### src/sv/adbar_pkg.sv
// adbar_pkg: shared types, command codes and helpers for the desktop-bus
// address resolution sequencer. No dependencies.
`default_nettype none

package adbar_pkg;

  // input item modes
  localparam logic [1:0] MODE_START = 2'd0;
  localparam logic [1:0] MODE_REPLY = 2'd1;
  localparam logic [1:0] MODE_READ  = 2'd2;

  // result kinds
  localparam logic [2:0] K_RESET  = 3'd0;
  localparam logic [2:0] K_TALK   = 3'd1;
  localparam logic [2:0] K_LISTEN = 3'd2;
  localparam logic [2:0] K_DONE   = 3'd3;
  localparam logic [2:0] K_NOFREE = 3'd4;
  localparam logic [2:0] K_ENTRY  = 3'd5;

  // result queue geometry
  localparam int QDEPTH = 4;
  localparam int QAW    = $clog2(QDEPTH);
  localparam int QCW    = $clog2(QDEPTH + 1);

  typedef struct packed {
    logic [2:0]  cmd_kind;
    logic [3:0]  cmd_addr;
    logic [3:0]  new_addr;
    logic [15:0] poll_list;
    logic        entry_present;
    logic [3:0]  entry_default_addr;
    logic [7:0]  entry_handler;
    logic        last;
  } result_t;

  // device table record
  typedef struct packed {
    logic [3:0] default_addr;
    logic [7:0] handler;
  } rec_t;

  localparam int REC_W = $bits(rec_t);

  function automatic result_t mk_cmd(input logic [2:0] kind, input logic [3:0] addr,
                                     input logic [3:0] naddr, input logic [15:0] poll);
    result_t r;
    r = '0;
    r.cmd_kind  = kind;
    r.cmd_addr  = addr;
    r.new_addr  = naddr;
    r.poll_list = poll;
    return r;
  endfunction

  // highest set bit, 0 when none above bit 0
  function automatic logic [3:0] top_bit(input logic [15:0] m);
    logic [3:0] r;
    r = 4'd0;
    for (int b = 1; b < 16; b++) begin
      if (m[b]) r = 4'(b);
    end
    return r;
  endfunction

endpackage

`default_nettype wire

### src/sv/adbar_ifs.sv
// adbar_ifs: valid/ready channel interfaces for request items and result items.
// Depends on nothing.
`default_nettype none

interface adbar_in_if;
  logic       valid;
  logic       ready;
  logic [1:0] mode;
  logic       responded;
  logic [7:0] reply_handler;
  logic [3:0] entry_index;

  modport source (output valid, mode, responded, reply_handler, entry_index, input ready);
  modport sink   (input valid, mode, responded, reply_handler, entry_index, output ready);
endinterface

interface adbar_out_if;
  logic        valid;
  logic        ready;
  logic [2:0]  cmd_kind;
  logic [3:0]  cmd_addr;
  logic [3:0]  new_addr;
  logic [15:0] poll_list;
  logic        entry_present;
  logic [3:0]  entry_default_addr;
  logic [7:0]  entry_handler;
  logic        last;

  modport source (output valid, cmd_kind, cmd_addr, new_addr, poll_list, entry_present,
                  entry_default_addr, entry_handler, last, input ready);
  modport sink   (input valid, cmd_kind, cmd_addr, new_addr, poll_list, entry_present,
                  entry_default_addr, entry_handler, last, output ready);
endinterface

`default_nettype wire

### src/sv/adbar_ram.sv
// adbar_ram: generic RAM, one write port, two registered read ports.
// Read-first on an address written in the same cycle. No dependencies.
`default_nettype none

module adbar_ram #(
  parameter int WIDTH = 12,
  parameter int DEPTH = 16,
  localparam int AW = $clog2(DEPTH)
) (
  input  logic             clk,
  input  logic             we,
  input  logic [AW-1:0]    waddr,
  input  logic [WIDTH-1:0] wdata,
  input  logic [AW-1:0]    ra_addr,
  output logic [WIDTH-1:0] ra_data,
  input  logic [AW-1:0]    rb_addr,
  output logic [WIDTH-1:0] rb_data
);

  logic [WIDTH-1:0] mem [DEPTH];

  always_ff @(posedge clk) begin
    if (we) mem[waddr] <= wdata;
    ra_data <= mem[ra_addr];
    rb_data <= mem[rb_addr];
  end

endmodule

`default_nettype wire

### src/sv/adbar_result_queue.sv
// adbar_result_queue: small result FIFO taking up to two results per cycle
// and driving the result channel. Depends on adbar_pkg and adbar_ifs.
`default_nettype none

module adbar_result_queue (
  input  logic                     clk,
  input  logic                     rst,
  input  logic [1:0]               push_n,
  input  adbar_pkg::result_t       push0,
  input  adbar_pkg::result_t       push1,
  output logic [adbar_pkg::QCW-1:0] room,
  adbar_out_if.source              rsp
);
  import adbar_pkg::*;

  result_t          q [QDEPTH];
  logic [QAW-1:0]   wptr;
  logic [QAW-1:0]   rptr;
  logic [QCW-1:0]   count;
  logic             pop;
  result_t          head;

  assign pop  = rsp.valid && rsp.ready;
  assign room = QCW'(QDEPTH) - count;
  assign head = q[rptr];

  always_ff @(posedge clk) begin
    if (rst) begin
      wptr  <= '0;
      rptr  <= '0;
      count <= '0;
    end else begin
      wptr  <= wptr + QAW'(push_n);
      rptr  <= rptr + QAW'(pop);
      count <= count + QCW'(push_n) - QCW'(pop);
    end
  end

  always_ff @(posedge clk) begin
    if (push_n != 2'd0) q[wptr] <= push0;
    if (push_n == 2'd2) q[wptr + QAW'(1)] <= push1;
  end

  assign rsp.valid              = (count != '0);
  assign rsp.cmd_kind           = head.cmd_kind;
  assign rsp.cmd_addr           = head.cmd_addr;
  assign rsp.new_addr           = head.new_addr;
  assign rsp.poll_list          = head.poll_list;
  assign rsp.entry_present      = head.entry_present;
  assign rsp.entry_default_addr = head.entry_default_addr;
  assign rsp.entry_handler      = head.entry_handler;
  assign rsp.last               = head.last;

endmodule

`default_nettype wire

### src/sv/adb_address_resolution_unit.sv
// adb_address_resolution_unit: desktop-bus address resolution sequencer.
// Accepted items' results are registered in s1, then in the result queue.
// Throughput: one item per cycle if the queue has room; results leave at one
// per cycle; two-result items (start, move, move back) are queue-paced.
// Reset: synchronous, idle phase, empty table, empty result queue.
// Depends on adbar_pkg, adbar_ifs, adbar_ram, adbar_result_queue.
`default_nettype none

module adb_address_resolution_unit #(
  parameter int SLOTS = 16
) (
  input  logic         clk,
  input  logic         rst,
  adbar_in_if.sink     req,
  adbar_out_if.source  rsp
);
  import adbar_pkg::*;

  localparam int AW = $clog2(SLOTS);
  localparam logic [SLOTS-1:0] ONE       = {{(SLOTS-1){1'b0}}, 1'b1};
  localparam logic [SLOTS-1:0] FREE_INIT = {{(SLOTS-1){1'b1}}, 1'b0};

  localparam logic [2:0] PH_IDLE    = 3'd0;
  localparam logic [2:0] PH_SCAN    = 3'd1;
  localparam logic [2:0] PH_MOVE    = 3'd2;
  localparam logic [2:0] PH_REPROBE = 3'd3;
  localparam logic [2:0] PH_BACK    = 3'd4;

  logic [2:0]       phase, phase_next;
  logic [3:0]       scan_address, scan_next;
  logic [SLOTS-1:0] unresolved_mask, unres_next;
  logic [SLOTS-1:0] free_mask, free_next;
  logic [SLOTS-1:0] present, present_next;
  logic [3:0]       device_slot, device_next;
  logic [3:0]       spare_slot, spare_next;
  rec_t             moved_rec, moved_next;

  logic             req_acc;
  logic             do_resolve;
  result_t          r0, r1;
  logic [1:0]       n_res;
  logic             is_entry;

  // table write port
  logic             we;
  logic [AW-1:0]    waddr;
  rec_t             wdata;

  logic [AW-1:0]    dn_i, fn_i, sc_i, idx_i;
  logic [REC_W-1:0] ra_raw, rb_raw;
  rec_t             ra_rec, dev_rec;
  logic             fwd_valid;
  rec_t             fwd_data;

  // result register stage
  logic             s1_valid;
  logic [1:0]       s1_cnt;
  logic             s1_entry;
  logic [AW-1:0]    s1_idx;
  result_t          s1_r0, s1_r1;
  logic             s1_move;
  logic [QCW-1:0]   room;
  logic [1:0]       push_n;
  result_t          push0;
  logic [AW-1:0]    ra_addr;

  assign dn_i  = device_slot[AW-1:0];
  assign fn_i  = spare_slot[AW-1:0];
  assign sc_i  = scan_address[AW-1:0];
  assign idx_i = req.entry_index[AW-1:0];

  assign s1_move   = s1_valid && (room >= QCW'(s1_cnt));
  assign req.ready = !s1_valid || s1_move;
  assign req_acc   = req.valid && req.ready;

  // record currently held at device_slot (RAM read plus same-cycle bypass)
  assign ra_rec  = rec_t'(ra_raw);
  assign dev_rec = fwd_valid ? fwd_data : rec_t'(rb_raw);
  assign ra_addr = req_acc ? idx_i : s1_idx;

  always_comb begin
    phase_next   = phase;
    scan_next    = scan_address;
    unres_next   = unresolved_mask;
    free_next    = free_mask;
    present_next = present;
    device_next  = device_slot;
    spare_next   = spare_slot;
    moved_next   = moved_rec;
    do_resolve   = 1'b0;
    r0           = '0;
    r1           = '0;
    n_res        = 2'd0;
    is_entry     = 1'b0;
    we           = 1'b0;
    waddr        = '0;
    wdata        = '0;

    if (req_acc) begin
      case (req.mode)
        MODE_START: begin
          phase_next   = PH_SCAN;
          scan_next    = 4'd1;
          unres_next   = '0;
          free_next    = FREE_INIT;
          present_next = '0;
          device_next  = 4'd0;
          spare_next   = 4'd0;
          r0           = mk_cmd(K_RESET, 4'd0, 4'd0, 16'd0);
          r1           = mk_cmd(K_TALK, 4'd1, 4'd0, 16'd0);
          n_res        = 2'd2;
        end
        MODE_READ: begin
          r0 = mk_cmd(K_ENTRY, req.entry_index, 4'd0, 16'd0);
          r0.entry_present = (int'(req.entry_index) < SLOTS) && present[idx_i];
          n_res    = 2'd1;
          is_entry = 1'b1;
        end
        MODE_REPLY: begin
          case (phase)
            PH_SCAN: begin
              if (req.responded) begin
                if (!present[sc_i]) begin
                  we    = 1'b1;
                  waddr = sc_i;
                  wdata = '{default_addr: scan_address, handler: req.reply_handler};
                end
                present_next[sc_i] = 1'b1;
                unres_next = unresolved_mask | (ONE << sc_i);
                free_next  = free_mask & ~(ONE << sc_i);
              end
              scan_next = scan_address + 4'd1;
              if (scan_next != 4'd0 && int'(scan_next) < SLOTS) begin
                r0    = mk_cmd(K_TALK, scan_next, 4'd0, 16'd0);
                n_res = 2'd1;
              end else begin
                do_resolve = 1'b1;
              end
            end
            PH_MOVE: begin
              // record follows the device to the spare address
              we    = 1'b1;
              waddr = fn_i;
              if (present[dn_i]) wdata = dev_rec;
              else wdata = '{default_addr: spare_slot, handler: req.reply_handler};
              moved_next = wdata;
              if (req.responded) begin
                present_next[dn_i] = 1'b0;
                present_next[fn_i] = 1'b1;
                phase_next = PH_REPROBE;
                r0    = mk_cmd(K_TALK, device_slot, 4'd0, 16'd0);
                n_res = 2'd1;
              end else begin
                present_next[fn_i] = 1'b0;
                unres_next = unresolved_mask & ~(ONE << dn_i);
                do_resolve = 1'b1;
              end
            end
            PH_REPROBE: begin
              if (req.responded && !present[dn_i]) begin
                we    = 1'b1;
                waddr = dn_i;
                wdata = '{default_addr: device_slot, handler: req.reply_handler};
                present_next[dn_i] = 1'b1;
              end
              if (req.responded) begin
                // second device found: first one stays moved aside
                free_next  = free_mask & ~(ONE << fn_i);
                do_resolve = 1'b1;
              end else begin
                phase_next = PH_BACK;
                r0    = mk_cmd(K_LISTEN, spare_slot, device_slot, 16'd0);
                r1    = mk_cmd(K_TALK, device_slot, 4'd0, 16'd0);
                n_res = 2'd2;
              end
            end
            PH_BACK: begin
              we    = 1'b1;
              waddr = dn_i;
              if (present[fn_i]) wdata = moved_rec;
              else wdata = '{default_addr: device_slot, handler: req.reply_handler};
              present_next[dn_i] = present[fn_i] || req.responded;
              present_next[fn_i] = 1'b0;
              unres_next = unresolved_mask & ~(ONE << dn_i);
              do_resolve = 1'b1;
            end
            default: begin
            end
          endcase
        end
        default: begin
        end
      endcase
    end

    if (do_resolve) begin
      if (unres_next == '0) begin
        phase_next = PH_IDLE;
        r0    = mk_cmd(K_DONE, 4'd0, 4'd0, 16'(free_next ^ FREE_INIT));
        n_res = 2'd1;
      end else if (free_next == '0) begin
        phase_next = PH_IDLE;
        r0    = mk_cmd(K_NOFREE, 4'd0, 4'd0, 16'd0);
        n_res = 2'd1;
      end else begin
        spare_next  = top_bit(16'(free_next));
        device_next = top_bit(16'(unres_next));
        phase_next  = PH_MOVE;
        r0    = mk_cmd(K_LISTEN, device_next, spare_next, 16'd0);
        r1    = mk_cmd(K_TALK, spare_next, 4'd0, 16'd0);
        n_res = 2'd2;
      end
    end

    if (n_res == 2'd1) r0.last = 1'b1;
    else if (n_res == 2'd2) r1.last = 1'b1;
  end

  always_ff @(posedge clk) begin
    if (rst) begin
      phase           <= PH_IDLE;
      scan_address    <= 4'd0;
      unresolved_mask <= '0;
      free_mask       <= FREE_INIT;
      present         <= '0;
      device_slot     <= 4'd0;
      spare_slot      <= 4'd0;
      fwd_valid       <= 1'b0;
      s1_valid        <= 1'b0;
    end else begin
      phase           <= phase_next;
      scan_address    <= scan_next;
      unresolved_mask <= unres_next;
      free_mask       <= free_next;
      present         <= present_next;
      device_slot     <= device_next;
      spare_slot      <= spare_next;
      fwd_valid       <= we && (waddr == device_next[AW-1:0]);
      if (req_acc) s1_valid <= (n_res != 2'd0);
      else if (s1_move) s1_valid <= 1'b0;
    end
  end

  always_ff @(posedge clk) begin
    moved_rec <= moved_next;
    fwd_data  <= wdata;
    if (req_acc) begin
      s1_cnt   <= n_res;
      s1_entry <= is_entry;
      s1_idx   <= idx_i;
      s1_r0    <= r0;
      s1_r1    <= r1;
    end
  end

  // table data; present bits live in flops above
  adbar_ram #(
    .WIDTH (REC_W),
    .DEPTH (SLOTS)
  ) u_table (
    .clk     (clk),
    .we      (we),
    .waddr   (waddr),
    .wdata   (wdata),
    .ra_addr (ra_addr),
    .ra_data (ra_raw),
    .rb_addr (device_next[AW-1:0]),
    .rb_data (rb_raw)
  );

  always_comb begin
    push0 = s1_r0;
    if (s1_entry && s1_r0.entry_present) begin
      push0.entry_default_addr = ra_rec.default_addr;
      push0.entry_handler      = ra_rec.handler;
    end
  end

  assign push_n = s1_move ? s1_cnt : 2'd0;

  adbar_result_queue u_queue (
    .clk    (clk),
    .rst    (rst),
    .push_n (push_n),
    .push0  (push0),
    .push1  (s1_r1),
    .room   (room),
    .rsp    (rsp)
  );

  a_start_restarts_scan: assert property (@(posedge clk) disable iff (rst)
    req.valid && req.ready && req.mode == MODE_START |=>
      phase == PH_SCAN && scan_address == 4'd1 && present == '0)
    else $error("start item did not restart the scan");

  a_unresolved_not_free: assert property (@(posedge clk) disable iff (rst)
    (unresolved_mask & free_mask) == '0)
    else $error("address both unresolved and free");

  a_move_slots_consistent: assert property (@(posedge clk) disable iff (rst)
    (phase == PH_MOVE || phase == PH_REPROBE || phase == PH_BACK) |->
      unresolved_mask[dn_i] && free_mask[fn_i])
    else $error("device or spare slot lost during a move");

  a_queue_no_overflow: assert property (@(posedge clk) disable iff (rst)
    push_n != 2'd0 |-> room >= QCW'(push_n))
    else $error("result queue overflow");

endmodule

`default_nettype wire
### src/flat_wrapper.sv
// flat-port wrapper written by rule: the top's interface ports become plain ports
module adb_address_resolution_unit_flat import adbar_pkg::*;
#(
  parameter int SLOTS = 16
)
  (clk, rst, req_valid, req_mode, req_responded, req_reply_handler, req_entry_index, req_ready, rsp_valid, rsp_cmd_kind, rsp_cmd_addr, rsp_new_addr, rsp_poll_list, rsp_entry_present, rsp_entry_default_addr, rsp_entry_handler, rsp_last, rsp_ready);
  adbar_in_if req_i ();
  adbar_out_if rsp_i ();
  input  logic clk;
  input  logic rst;
  input wire logic [$bits(req_i.valid)-1:0] req_valid;
  input wire logic [$bits(req_i.mode)-1:0] req_mode;
  input wire logic [$bits(req_i.responded)-1:0] req_responded;
  input wire logic [$bits(req_i.reply_handler)-1:0] req_reply_handler;
  input wire logic [$bits(req_i.entry_index)-1:0] req_entry_index;
  output wire logic [$bits(req_i.ready)-1:0] req_ready;
  output wire logic [$bits(rsp_i.valid)-1:0] rsp_valid;
  output wire logic [$bits(rsp_i.cmd_kind)-1:0] rsp_cmd_kind;
  output wire logic [$bits(rsp_i.cmd_addr)-1:0] rsp_cmd_addr;
  output wire logic [$bits(rsp_i.new_addr)-1:0] rsp_new_addr;
  output wire logic [$bits(rsp_i.poll_list)-1:0] rsp_poll_list;
  output wire logic [$bits(rsp_i.entry_present)-1:0] rsp_entry_present;
  output wire logic [$bits(rsp_i.entry_default_addr)-1:0] rsp_entry_default_addr;
  output wire logic [$bits(rsp_i.entry_handler)-1:0] rsp_entry_handler;
  output wire logic [$bits(rsp_i.last)-1:0] rsp_last;
  input wire logic [$bits(rsp_i.ready)-1:0] rsp_ready;
  assign req_i.valid = req_valid;
  assign req_i.mode = req_mode;
  assign req_i.responded = req_responded;
  assign req_i.reply_handler = req_reply_handler;
  assign req_i.entry_index = req_entry_index;
  assign req_ready = req_i.ready;
  assign rsp_valid = rsp_i.valid;
  assign rsp_cmd_kind = rsp_i.cmd_kind;
  assign rsp_cmd_addr = rsp_i.cmd_addr;
  assign rsp_new_addr = rsp_i.new_addr;
  assign rsp_poll_list = rsp_i.poll_list;
  assign rsp_entry_present = rsp_i.entry_present;
  assign rsp_entry_default_addr = rsp_i.entry_default_addr;
  assign rsp_entry_handler = rsp_i.entry_handler;
  assign rsp_last = rsp_i.last;
  assign rsp_i.ready = rsp_ready;
  adb_address_resolution_unit #(.SLOTS(SLOTS)) u_core (.clk(clk), .rst(rst), .req(req_i), .rsp(rsp_i));
endmodule
### config.mk
export PLATFORM = sky130hd
export DESIGN_NAME = adb_address_resolution_unit_flat
export DESIGN_NICKNAME = d
export VERILOG_FILES = /design/src/sv/adbar_pkg.sv /design/src/sv/adbar_ifs.sv /design/src/sv/adbar_ram.sv /design/src/sv/adbar_result_queue.sv /design/src/sv/adb_address_resolution_unit.sv /design/src/flat_wrapper.sv
export SDC_FILE = /design/constraint.sdc
export NUM_CORES = 1
export LEC_CHECK = 0
export BUFFER_PORTS_ARGS = -buffer_cell sky130_fd_sc_hd__buf_4
export CAP_MARGIN = 20
export CORE_ASPECT_RATIO = 1.75
export CORE_MARGIN = 8
export CORE_UTILIZATION = 50
export DETAILED_ROUTE_END_ITERATION = 12
export GPL_ROUTABILITY_DRIVEN = 0
export PLACE_DENSITY = 0.66
export SLEW_MARGIN = 10
export SYNTH_ARGS = -nofsm -noshare
export SYNTH_HDL_FRONTEND = slang
export SYNTH_SLANG_ARGS = --single-unit
### constraint.sdc
create_clock -name clk -period 7.05 [get_ports clk]
set_input_delay 0 -clock clk [delete_from_list [all_inputs] [get_ports clk]]
set_output_delay 0 -clock clk [all_outputs]
set_load 0.01 [all_outputs]
==> impl_metrics.json <==
{
  "grt_max_degree": 75,
  "die_area_um2": 60800,
  "numCtsBuffers": 48,
  "synth-edff-count": 406,
  "switchingPower_w": 0.00191,
  "skew_ps": 20.3,
  "fin_crit_ps": 5500,
  "start_util_pct": 50.5,
  "via_count": 20900,
  "max_stage_delay_ps": 870,
  "cts_tree": "done",
  "h-tree-depth": 2,
  "core_area_um2": 52400,
  "via_per_inst": 6.63,
  "cell_internal_pwr_w": 0.00537,
  "dpl-instance-area_um2": 27600,
  "synth_area_leader_cell": "edfxtp_1",
  "synth_top_area_share_pct": 46.1,
  "worst_setup_path_start_kind": "register",
  "finalHoldViolCount": 0,
  "synth-simple-area-share_pct": 18.1,
  "synthArstFlopShare_pct": 0,
  "fin_crit_sh_pct": 78.1,
  "syn_area_um2": 26400,
  "die_w_um": 190,
  "worstSetupPathType": "reg -> reg",
  "fmax_mhz": 182,
  "fin_area_um2": 29400,
  "cp_slowest_cell": "dfxtp_1",
  "worst_skew_pair.late_latency_ps": 600,
  "drtAntennaViolNets": 0,
  "synthXorXnorAreaFrac_pct": 0.364,
  "core.rowCount": 111,
  "status": "completed",
  "grt_pass1_vias": 20500,
  "rr_worst_depth": 12,
  "seqPwrFrac_pct": 47.1,
  "tightestPinTransition_ps": 1140,
  "synth_flop_cell": "edfxtp_1",
  "path_clk_slew_ps": 70,
  "nNetsFinal": 2467,
  "rsz0062_at_grt": "no",
  "avgRoutedWirePerCell_um": 28.3,
  "drt_iter0_markers": 2436,
  "worstHoldStart": "req_entry_index[3]",
  "power.share.clock_pct": 37.2,
  "first_pass_iters": 8,
  "crit_fanout": 24,
  "setup_tns_ps": 0,
  "comb_power_share_pct": 15.8,
  "synthCells": 2410,
  "worst_r2r_endpoint": "u_core.u_table.rb_data[6]",
  "cts_max_path_buffers": 3,
  "antenna_found_initial": 5,
  "pin_count": 62,
  "avgSynthCellArea_um2": 11.0,
  "hold_path.class": "in -> reg",
  "grt_pass1_wl_um": 132000,
  "ys_seq_elements": 518,
  "yosys-top-cells-area": "edfxtp_1 (46%), dfxtp_1 (8.5%), mux4_2 (5.1%), nand2_1 (5.0%), nor2_1 (3.0%)",
  "drive_gt1_share_pct": 15.2,
  "regToRegStartpoint": "u_core.phase[0]",
  "slew_violations": 0,
  "synth-seq-area-share_pct": 54.6,
  "yosys_warnings": 0,
  "holdPathEnd": "u_core.push0[37]",
  "cts_resized": 0,
  "overflow": 0,
  "synth_top_family_by_area": "simple AND/OR/NAND/NOR gates",
  "pwr_density_cell_nw_per_um2": 247,
  "setup_violations": 0,
  "cts.sinks": 518,
  "drt-total-wl_um": 89200,
  "relSlewSlack_pct": 23.8,
  "drc": 0,
  "synth_compound_area_share_pct": 13.5,
  "synth_fp_nets": 2450,
  "grtUsageTotal_pct": 28.7,
  "r2r_slack_ps": 1550,
  "syn_to_final_growth_pct": 11.2,
  "synthMuxAreaShare_pct": 8.83,
  "timing.critical_path.arrival_ps": 5960,
  "root_buffer": "clkbuf_16",
  "maxCapViolations": 0,
  "crit_chain": "nand4bb_1 -> nor2_1 -> a41o_1 -> o221ai_1 -> a211oi_1 -> o221a_1 -> nand3_1 -> o21ai_2 -> buf_4 -> o211ai_1 -> a21oi_1 -> o22ai_1",
  "p_leak_nw": 10.4,
  "crit_path_end_kind": "register",
  "critPathRequiredTime_ps": 7500,
  "io_buffers": 61,
  "yosysUniqueCellTypes": 107,
  "hold_path_depth": 3,
  "synthAdderAreaFrac_pct": 1.02,
  "dp_hpwl_um": 59900,
  "swShare_pct": 26.2,
  "die_h_um": 320,
  "ir_drop_uv": 195
}
==> cell families (layout without fill, tap and decap cells) <==
logic type               Yosys count  in the layout
AND/OR/NAND/NOR                  979            979
flip-flops                       518            518
AO/OA/AOI/OAI                    510            510
buffers and inverters            219            276
multiplexers                     152            152
adder cells (fa/ha/maj)           21             21
XOR/XNOR                          11             11
other                              0              3
==> critical path: cells and delay by family, from the launching register on <==
kind	cells	cell delay, ps
AOI/OAI and AO/OA	8	2150
DFF	1	870
and+or+nand+nor	3	1980
buffers and inverters	1	350
==> synth_stat cells, types with 6 or more instances <==
| library cell | count |
|---|---|
| nand4_1 | 9 |
| o2bb2ai_1 | 18 |
| and3b_1 | 6 |
| mux4_2 | 60 |
| xnor2_1 | 10 |
| a211o_1 | 6 |
| a31oi_1 | 25 |
| mux2_2 | 28 |
| nor3_1 | 29 |
| nand3_1 | 127 |
| nand3b_1 | 7 |
| dfxtp_1 | 112 |
| a311o_1 | 12 |
| o211ai_1 | 32 |
| a222oi_1 | 9 |
| clkbuf_1 | 114 |
| edfxtp_1 | 406 |
| a221oi_1 | 16 |
| nand2_1 | 352 |
| a21oi_1 | 103 |
| a311oi_1 | 28 |
| nand2b_1 | 7 |
| a211oi_2 | 6 |
| o22ai_1 | 23 |
| o21ai_1 | 6 |
| and2_1 | 55 |
| buf_2 | 35 |
| buf_6 | 10 |
| mux2_1 | 22 |
| a211oi_1 | 16 |
| inv_1 | 29 |
| o221ai_1 | 14 |
| and3_1 | 25 |
| mux2i_1 | 42 |
| nor2_1 | 210 |
| o311ai_0 | 6 |
| or2_2 | 16 |
| o21ai_0 | 102 |
| buf_4 | 8 |
| nor2b_1 | 74 |
| a22oi_1 | 16 |
| buf_1 | 19 |
| nor4_1 | 7 |
| ha_1 | 20 |
==> layout make-up <==
class | count | area (um^2)
Timing Repair Buffer | 153 | 1200
Inverter | 33 | 124
Multi-Input combinational cell | 1673 | 11200
Tap cell | 678 | 848
Sequential cell | 518 | 14400
Clock buffer | 68 | 1370
Fill cell | 4313 | 22900
Clock inverter | 22 | 278
Antenna cell | 3 | 7.51
==> worst max path at each step <==
stage / from / endpoint / slack, ps / depth (start not counted)
6_report: u_core.phase[0] / u_core.u_table.rb_data[6] / 1550 / 12
3_3_place_gp: u_core.phase[0] / u_core.u_table.rb_data[0] / 1760 / 11
2_1_floorplan: u_core.device_slot[0] / u_core.u_table.mem[15][0] / 3190 / 11
4_1_cts: u_core.u_queue.count[0] / u_core.u_table.rb_data[4] / 1600 / 15
3_5_place_dp: u_core.u_queue.count[0] / u_core.u_table.rb_data[4] / 1620 / 15
5_1_grt: u_core.phase[0] / u_core.u_table.rb_data[9] / 1300 / 12
==> metrics by stage <==
| step | std cells | power [W] | utilization, % | setup slack (ps) | hold WS [ps] |
|---|---|---|---|---|---|
| 2_1_floorplan | 2410 | 0.00418 | - | 3190 | 269 |
| 3_3_place_gp | 3030 | 0.00462 | 52.6 | 1760 | 397 |
| 4_1_cts | 3138 | 0.00731 | 56.0 | 1600 | 8.09 |
| 6_report | 3148 | 0.00727 | 56.2 | 1550 | 7.68 |
| 3_5_place_dp | 3035 | 0.00463 | 52.6 | 1620 | 403 |
| 5_1_grt | 3145 | 0.00750 | 56.2 | 1300 | 16.3 |
==> routing by layer <==
metal / GRT usage (%) / vias to the layer above / wire, um
met1: 30.0 / 10100 / 28700
li1: - / 9062 / -
met4: 23.2 / 2 / 8640
met3: 5.43 / 408 / 7270
met2: 49.7 / 1284 / 44600
met5: 0 / - / 14
==> cell usage in the layout (no fill, tap or decap), types with 32 or more instances in the layout <==
| cell type | instances |
|---|---|
| a21oi_1 | 100 |
| and2_1 | 55 |
| buf_4 | 138 |
| clkbuf_16 | 49 |
| dfxtp_1 | 110 |
| edfxtp_1 | 406 |
| mux2i_1 | 38 |
| mux4_2 | 60 |
| nand2_1 | 352 |
| nand3_1 | 127 |
| nor2_1 | 209 |
| nor2b_1 | 74 |
| o211ai_1 | 32 |
| o21ai_0 | 102 |
==> timing repair <==
action / in CTS / in global routing
hold endpoints to repair: 48 / 0
hold buffers: 13 / 0
setup buffers: 0 / 0
==> registers in the layout, indices dropped and copies added, names as in the netlist, 12 cells and up <==
name and count:
u_core.u_table.ra_data 12, u_core.push0 29, u_core.moved_rec 12, u_core.u_queue.q 164
u_core.unresolved_mask 16, u_core.u_table.rb_data 12, u_core.present 16, u_core.free_mask 16
u_core.fwd_data 12, u_core.u_table.mem 192
==> power by group through the flow <==
stage / Sequential, W / Clock (W) / Combinational, W
after floorplan: 0.00346 / 0 / 0.000717
after CTS: 0.00342 / 0.00274 / 0.00115
after global routing: 0.00343 / 0.00284 / 0.00123
after detailed placement: 0.00349 / 0 / 0.00114
after global placement: 0.00348 / 0 / 0.00113
final: 0.00342 / 0.00270 / 0.00115
Note: power is estimated with default switching activity, not from simulation.
